File: src/rtl/csb_pkg.sv
// ----------------------------------------------------------------------------
// csb_pkg: shared types for the cursor sequence buffer
// Command and status codes, the shift operation broadcast to the cell row,
// and the flag group the controller hands to the top level.
// ----------------------------------------------------------------------------
`default_nettype none

package csb_pkg;

	typedef enum logic [2:0] {
		CMD_START   = 3'd0,
		CMD_ADVANCE = 3'd1,
		CMD_INSERT  = 3'd2,
		CMD_ATTACH  = 3'd3,
		CMD_REMOVE  = 3'd4
	} cmd_t;

	typedef enum logic [1:0] {
		ST_OK      = 2'd0,
		ST_NO_ITEM = 2'd1,
		ST_FULL    = 2'd2
	} status_t;

	typedef enum logic [1:0] {
		OP_HOLD   = 2'd0,
		OP_INSERT = 2'd1,
		OP_REMOVE = 2'd2
	} shift_op_t;

	typedef struct packed {
		logic    take_value;
		logic    has_item;
		status_t status;
	} ctrl_flags_t;

endpackage

`default_nettype wire

File: src/rtl/csb_cell.sv
// ----------------------------------------------------------------------------
// csb_cell: one entry of the sequence
// Holds, loads the new value, or takes its left or right neighbor's entry
// depending on the broadcast shift operation and its own position.
// ----------------------------------------------------------------------------
`default_nettype none

module csb_cell #(
	parameter int INDEX       = 0,
	parameter int IDX_W       = 5,
	parameter int VALUE_WIDTH = 32
) (
	input  wire                       clk,
	input  wire csb_pkg::shift_op_t   op,
	input  wire [IDX_W-1:0]           pos,
	input  wire [VALUE_WIDTH-1:0]     value,
	input  wire [VALUE_WIDTH-1:0]     left_data,
	input  wire [VALUE_WIDTH-1:0]     right_data,
	output logic [VALUE_WIDTH-1:0]    data_q
);
	import csb_pkg::*;

	localparam logic [IDX_W-1:0] MyIdx = IDX_W'(INDEX);

	logic [VALUE_WIDTH-1:0] data_d;

	always_comb begin
		data_d = data_q;
		case (op)
			OP_INSERT: begin
				if (MyIdx == pos) begin
					data_d = value;
				end else if (MyIdx > pos) begin
					data_d = left_data;
				end
			end
			OP_REMOVE: begin
				// close the gap: everything from the cursor on moves one place down
				if (MyIdx >= pos) begin
					data_d = right_data;
				end
			end
			default: data_d = data_q;
		endcase
	end

	always_ff @(posedge clk) begin
		data_q <= data_d;
	end

endmodule

`default_nettype wire

File: src/rtl/csb_ctrl.sv
// ----------------------------------------------------------------------------
// csb_ctrl: cursor and fill count control
// Decodes a command against the cursor and fill count, drives the shift
// operation for the cell row and picks where the new current value comes from.
// ----------------------------------------------------------------------------
`default_nettype none

module csb_ctrl #(
	parameter int DEPTH = 32,
	parameter int IDX_W = 5,
	parameter int CNT_W = 6
) (
	input  wire                          clk,
	input  wire                          arst_n,
	input  wire                          accept,
	input  wire [2:0]                    cmd,
	output csb_pkg::shift_op_t           op,
	output logic [IDX_W-1:0]             pos,
	output logic [IDX_W-1:0]             rd_idx,
	output logic [CNT_W-1:0]             count_next,
	output csb_pkg::ctrl_flags_t         flags
);
	import csb_pkg::*;

	logic [CNT_W-1:0] cursor_q, fill_q;
	logic [CNT_W-1:0] cursor_d, fill_d;
	logic [CNT_W-1:0] cursor_inc;
	logic             has_cur, full;
	shift_op_t        op_d;
	status_t          status_d;
	logic             take_d;
	logic [CNT_W-1:0] rd_full;

	assign has_cur    = cursor_q < fill_q;
	assign full       = fill_q >= CNT_W'(DEPTH);
	assign cursor_inc = cursor_q + CNT_W'(1);

	always_comb begin
		cursor_d = cursor_q;
		fill_d   = fill_q;
		op_d     = OP_HOLD;
		pos      = cursor_q[IDX_W-1:0];
		status_d = ST_OK;
		take_d   = 1'b0;
		rd_full  = cursor_q;
		case (cmd_t'(cmd))
			CMD_START: begin
				if (fill_q != '0) begin
					cursor_d = '0;
					rd_full  = '0;
				end
			end
			CMD_ADVANCE: begin
				if (has_cur) begin
					cursor_d = cursor_inc;
					rd_full  = cursor_inc;
				end else begin
					status_d = ST_NO_ITEM;
				end
			end
			CMD_INSERT: begin
				if (full) begin
					status_d = ST_FULL;
				end else begin
					cursor_d = has_cur ? cursor_q : '0;
					pos      = cursor_d[IDX_W-1:0];
					fill_d   = fill_q + CNT_W'(1);
					op_d     = OP_INSERT;
					take_d   = 1'b1;
				end
			end
			CMD_ATTACH: begin
				if (full) begin
					status_d = ST_FULL;
				end else begin
					// no current item: append at the end
					cursor_d = has_cur ? cursor_inc : fill_q;
					pos      = cursor_d[IDX_W-1:0];
					fill_d   = fill_q + CNT_W'(1);
					op_d     = OP_INSERT;
					take_d   = 1'b1;
				end
			end
			CMD_REMOVE: begin
				if (has_cur) begin
					fill_d  = fill_q - CNT_W'(1);
					op_d    = OP_REMOVE;
					rd_full = cursor_inc;
				end else begin
					status_d = ST_NO_ITEM;
				end
			end
			default: begin
				status_d = ST_OK;
			end
		endcase
	end

	// rd_idx may wrap past the last cell only when no item remains current
	assign rd_idx         = rd_full[IDX_W-1:0];
	assign count_next     = fill_d;
	assign op             = accept ? op_d : OP_HOLD;
	assign flags.take_value = take_d;
	assign flags.has_item   = cursor_d < fill_d;
	assign flags.status     = status_d;

	always_ff @(posedge clk or negedge arst_n) begin
		if (!arst_n) begin
			cursor_q <= '0;
			fill_q   <= '0;
		end else if (accept) begin
			cursor_q <= cursor_d;
			fill_q   <= fill_d;
		end
	end

endmodule

`default_nettype wire

File: src/rtl/cursor_sequence_buffer.sv
// ----------------------------------------------------------------------------
// cursor_sequence_buffer: ordered store of values with a cursor
// A row of entry cells shifts in parallel to open or close a slot at the
// cursor; a controller tracks cursor and fill count, and a result register
// holds the answer to each command.
// ----------------------------------------------------------------------------
//
//   channel   handshake              payload
//   input     in_valid / in_ready    cmd, value
//   output    out_valid / out_ready  current_value, has_item, count, status
//
// One command per cycle unless the output stalls: every cell shifts in the
// cycle the item is accepted, and the result is registered at the same edge.
// A new item is taken while the held result is being taken in the same cycle.
// Output stalls hold the result and deassert in_ready until it is taken.
// Reset clears cursor, fill count and the result valid; entries need no clear.
//
`default_nettype none

module cursor_sequence_buffer #(
	parameter int DEPTH       = 32,
	parameter int VALUE_WIDTH = 32
) (
	input  wire                              clk,
	input  wire                              arst_n,
	input  wire                              in_valid,
	output logic                             in_ready,
	input  wire [2:0]                        cmd,
	input  wire [VALUE_WIDTH-1:0]            value,
	output logic                             out_valid,
	input  wire                              out_ready,
	output logic [VALUE_WIDTH-1:0]           current_value,
	output logic                             has_item,
	output logic [$clog2(DEPTH+1)-1:0]       count,
	output logic [1:0]                       status
);
	import csb_pkg::*;

	localparam int IDX_W = $clog2(DEPTH);
	localparam int CNT_W = $clog2(DEPTH+1);

	logic                   accept;
	shift_op_t              op;
	logic [IDX_W-1:0]       pos, rd_idx;
	logic [CNT_W-1:0]       count_next;
	ctrl_flags_t            flags;
	logic [VALUE_WIDTH-1:0] cell_data [DEPTH];
	logic [VALUE_WIDTH-1:0] cur_d;

	logic                   out_valid_q;
	logic [VALUE_WIDTH-1:0] cur_q;
	logic                   has_q;
	logic [CNT_W-1:0]       count_q;
	status_t                status_q;

	assign in_ready = !out_valid_q || out_ready;
	assign accept   = in_valid && in_ready;

	csb_ctrl #(
		.DEPTH (DEPTH),
		.IDX_W (IDX_W),
		.CNT_W (CNT_W)
	) u_ctrl (
		.clk        (clk),
		.arst_n     (arst_n),
		.accept     (accept),
		.cmd        (cmd),
		.op         (op),
		.pos        (pos),
		.rd_idx     (rd_idx),
		.count_next (count_next),
		.flags      (flags)
	);

	for (genvar i = 0; i < DEPTH; i++) begin : g_cell
		logic [VALUE_WIDTH-1:0] left_d, right_d;
		if (i == 0) begin : g_first
			assign left_d = value;
		end else begin : g_mid
			assign left_d = cell_data[i-1];
		end
		if (i == DEPTH-1) begin : g_last
			assign right_d = cell_data[i];
		end else begin : g_inner
			assign right_d = cell_data[i+1];
		end
		csb_cell #(
			.INDEX       (i),
			.IDX_W       (IDX_W),
			.VALUE_WIDTH (VALUE_WIDTH)
		) u_cell (
			.clk        (clk),
			.op         (op),
			.pos        (pos),
			.value      (value),
			.left_data  (left_d),
			.right_data (right_d),
			.data_q     (cell_data[i])
		);
	end

	// new current value comes from the old row or straight from the item, or is zero when no item is current
	always_comb begin
		if (!flags.has_item) begin
			cur_d = '0;
		end else if (flags.take_value) begin
			cur_d = value;
		end else begin
			cur_d = cell_data[rd_idx];
		end
	end

	always_ff @(posedge clk or negedge arst_n) begin
		if (!arst_n) begin
			out_valid_q <= 1'b0;
		end else if (accept) begin
			out_valid_q <= 1'b1;
		end else if (out_ready) begin
			out_valid_q <= 1'b0;
		end
	end

	always_ff @(posedge clk) begin
		if (accept) begin
			cur_q    <= cur_d;
			has_q    <= flags.has_item;
			count_q  <= count_next;
			status_q <= flags.status;
		end
	end

	assign out_valid     = out_valid_q;
	assign current_value = cur_q;
	assign has_item      = has_q;
	assign count         = count_q;
	assign status        = status_q;

endmodule

`default_nettype wire
File: config.mk
export PLATFORM = sky130hd
export DESIGN_NAME = cursor_sequence_buffer
export DESIGN_NICKNAME = d
export VERILOG_FILES = /design/src/rtl/csb_pkg.sv /design/src/rtl/csb_cell.sv /design/src/rtl/csb_ctrl.sv /design/src/rtl/cursor_sequence_buffer.sv
export SDC_FILE = /design/constraint.sdc
export NUM_CORES = 2
export LEC_CHECK = 0
export BUFFER_PORTS_ARGS = -buffer_cell sky130_fd_sc_hd__buf_2
export CAP_MARGIN = 20
export CELL_PAD_IN_SITES_DETAIL_PLACEMENT = 0
export CELL_PAD_IN_SITES_GLOBAL_PLACEMENT = 1
export CORE_MARGIN = 4
export CORE_UTILIZATION = 38
export DETAILED_ROUTE_END_ITERATION = 8
export PLACE_DENSITY = 0.71
export SYNTH_ARGS = -nofsm -noshare
export SYNTH_HDL_FRONTEND = slang
export SYNTH_HIERARCHICAL = 1
export SYNTH_SLANG_ARGS = --single-unit
File: constraint.sdc
create_clock -name clk -period 13.35 [get_ports clk]
set_input_delay 0.6675 -clock clk [delete_from_list [all_inputs] [get_ports clk]]
set_output_delay 0.6675 -clock clk [all_outputs]
set_load 0.02 [all_outputs]
==> reports/qor.txt <==
Yosys warns - 6
Yosys cell types - 102
Setup slack after layout - 6275 ps
Worst-Margin Slew - 1195 ps
Skew final - 38.02 ps
Max-slew headroom - 20.36%
Final Core Density - 41.48%
Total GRT Usage - 33.77%
Fin. Hold Viols - 0
Sink Count - 1,078
RSZ-0062 raised after global routing - no
Place WS - 6374 ps
Clk_lat worst skew - 830 ps
FFs w/ async S/R, synth - 1.206%
Initial antenna violation count - 23
Port Buffers - 81
Synth area leaders - edfxtp_1, mux4_2, o211ai_2
TritonCTS clock tree - done
Min Tclk post-route - 7075 ps
Predominant post-synthesis flop cell - edfxtp_1
Number of synthesized flops with an enable pin - 1,065
Core area - 190,000 um^2
Syn_nets - 7,253
Max-slew violations - 0
F_max - 141.3 MHz
Via count - 67,810
GP Congestion - 0.9806
Post-cts sizing count - 0
Final wirelength - 348,900 um
Maximum fanout along the worst path - 36
Register area share after synthesis - 44.51%
Top post-synthesis cells by count - edfxtp_1, nand2_1, nor2_1
Hold_ws - 62.24 ps
First-pass GRT wire length - 487,800 um
Share of cells above drive strength 1 - 18.14%
Starting Density - 38.21%
Vias in the first global route - 63,016
Mapped Area - 72,580 um^2
Seq cells post-synth - 1,078
PwrDens - 147.1 nW/um^2
Total power - 11.60 mW
Outcome - complete, no violations
Startpoint class of the critical path - flop
Top-count cell post-synth - edfxtp_1
CTS root buffer - clkbuf_16
Final setup fails - 0
Die area - 198,100 um^2
R2r setup slk - 6280 ps
Largest net degree at the start of global routing - 98
Worst R2R End - current_value[20]
Die W - 445.0 um
Synth top area share - 44.06%
Hold EP - out_valid
CP arrival - 7600 ps
Global route total overflow - 0
Leading area contributor after synthesis - edfxtp_1
Vias per std cell - 7.176
Max-Cap Viols - 0
Initial drt markers - 11,538
Fillers - 18,193
Worst path required time - 13,870 ps
Layout Nets - 6,874
Chip height - 445.0 um
Setup TNS - 0 ps
Leakage power - 24.73 nW
Synth Instances - 7,199
CP endpoint kind - flop
Peak supply drop - 144.7 uV
Area Growth Syn to Fin - 8.578%
Residual DRC - 0
R2r startpoint - u_ctrl/fill_q[5]
# IOs - 82
Hold Path Stages - 2
Routed len/inst - 36.93 um
Worst-path clk slew - 60 ps
Setup CP Type - flop to flop
Worst hold path class - input pin to flop
Pre-Repair DR Iteration Count - 7
Post-CTS setup-driven buffer insertion count - 0
CTS max path bufs - 3
Fin crit share - 53.00%
HPWL after DPL - 223,000 um
Cell Rows - 160
Antenna viol nets, final - 0
CTS buffer count - 136
Mean post-synth cell area - 10.08 um^2
Worst Hold Launch - in_valid
CTS HTree Levels - 4
R2R cell count - 15
## registers in the layout (all words and copies together) (netlist names)
name,count
g_cell.u_cell/data_q,1024
u_ctrl/cursor_q,6
has_item,1
current_value,32
u_ctrl/fill_q,6
out_valid,1
count,6
status,2
## critical path: stages (launching register included)
cell and delay [ps]:
dfrtp_1 790, inv_1 290, ha_1 420, nand4_2 200, o21ai_4 380, inv_2 280, ha_1 400, inv_1 80
o21ai_4 140, buf_4 510, buf_4 720, buf_4 730, mux4_2 590, nor2b_1 140, a211oi_1 910, a221oi_1 110
## per-layer routing
metal / wire length, um / GRT usage, %
met1: 128900 / 44.22
met2: 146900 / 48.96
met3: 47690 / 10.67
met4: 25330 / 19.88
met5: 126 / 0
## worst max path at each step
stage          cells after the start  slack, ps                          to             start
2_1_floorplan                      7       2290  g_cell[5].u_cell/data_q[0]         out_ready
3_5_place_dp                      15       6370           current_value[20]  u_ctrl/fill_q[5]
6_report                          15       6280           current_value[20]  u_ctrl/fill_q[5]
5_1_grt                           15       5770           current_value[20]  u_ctrl/fill_q[5]
4_1_cts                           15       6350           current_value[20]  u_ctrl/fill_q[5]
3_3_place_gp                      16       6350           current_value[20]  u_ctrl/fill_q[5]
## cell usage in the layout, fill, tap and decap left out, types with 60 or more instances in the layout
cell,synthesis,layout
edfxtp_1,1065,1065
nand2_1,794,792
nor2_1,669,659
a31oi_1,586,583
o21ai_1,451,449
o211ai_1,376,376
o211ai_2,329,329
nand3_1,300,300
nand4_1,258,258
o21ai_0,233,231
buf_4,40,205
mux4_2,192,192
mux2i_1,166,166
a21oi_1,161,145
clkbuf_16,0,138
a41oi_1,95,94
buf_2,189,81
nor2b_1,93,71
inv_1,64,60
## through the flow
step,std cells,cell area (um^2)
floorplan,7199,72580
detailed placement,9179,74150
global placement,9166,73860
global route,9440,78780
CTS,9427,78480
finish,9450,78810
## cell families (layout without fill, tap and decap cells)
family	count (synthesis)	count (layout)	share of synthesized area (%)
compound gates	2486	2486	24.67
xor+xnor	30	30	0.3620
fa+ha+maj	15	15	0.2586
buf+inv	902	632	6.609
flops	1078	1078	44.51
mux	391	391	8.759
other cells	0	10	0
simple gates	2297	2297	14.83
## report_power, final
group | internal [mW] | switching (mW)
Combinational | 1.03 | 2.58
Sequential | 3.98 | 0.250
Clock | 2.10 | 1.65
## layout make-up
| cell class | count | area [um^2] | area share, % |
|---|---|---|---|
| Multi-Input combinational cell | 5219 | 36130 | 45.84 |
| Sequential cell | 1078 | 32310 | 40.99 |
| Clock buffer | 170 | 3573 | 4.534 |
| Tap cell | 2511 | 3142 | 3.987 |
| Timing Repair Buffer | 317 | 2641 | 3.351 |
| Clock inverter | 77 | 738.2 | 0.9367 |
| Inverter | 68 | 256.5 | 0.3255 |
| Antenna cell | 10 | 25.02 | 0.03175 |
## timing repair
item                                    in CTS  in global routing
hold buffers                                 1                  0
hold endpoints to repair                    13                  0
endpoints found under the setup margin       0                  0
Power figures use the tool's default switching activity.
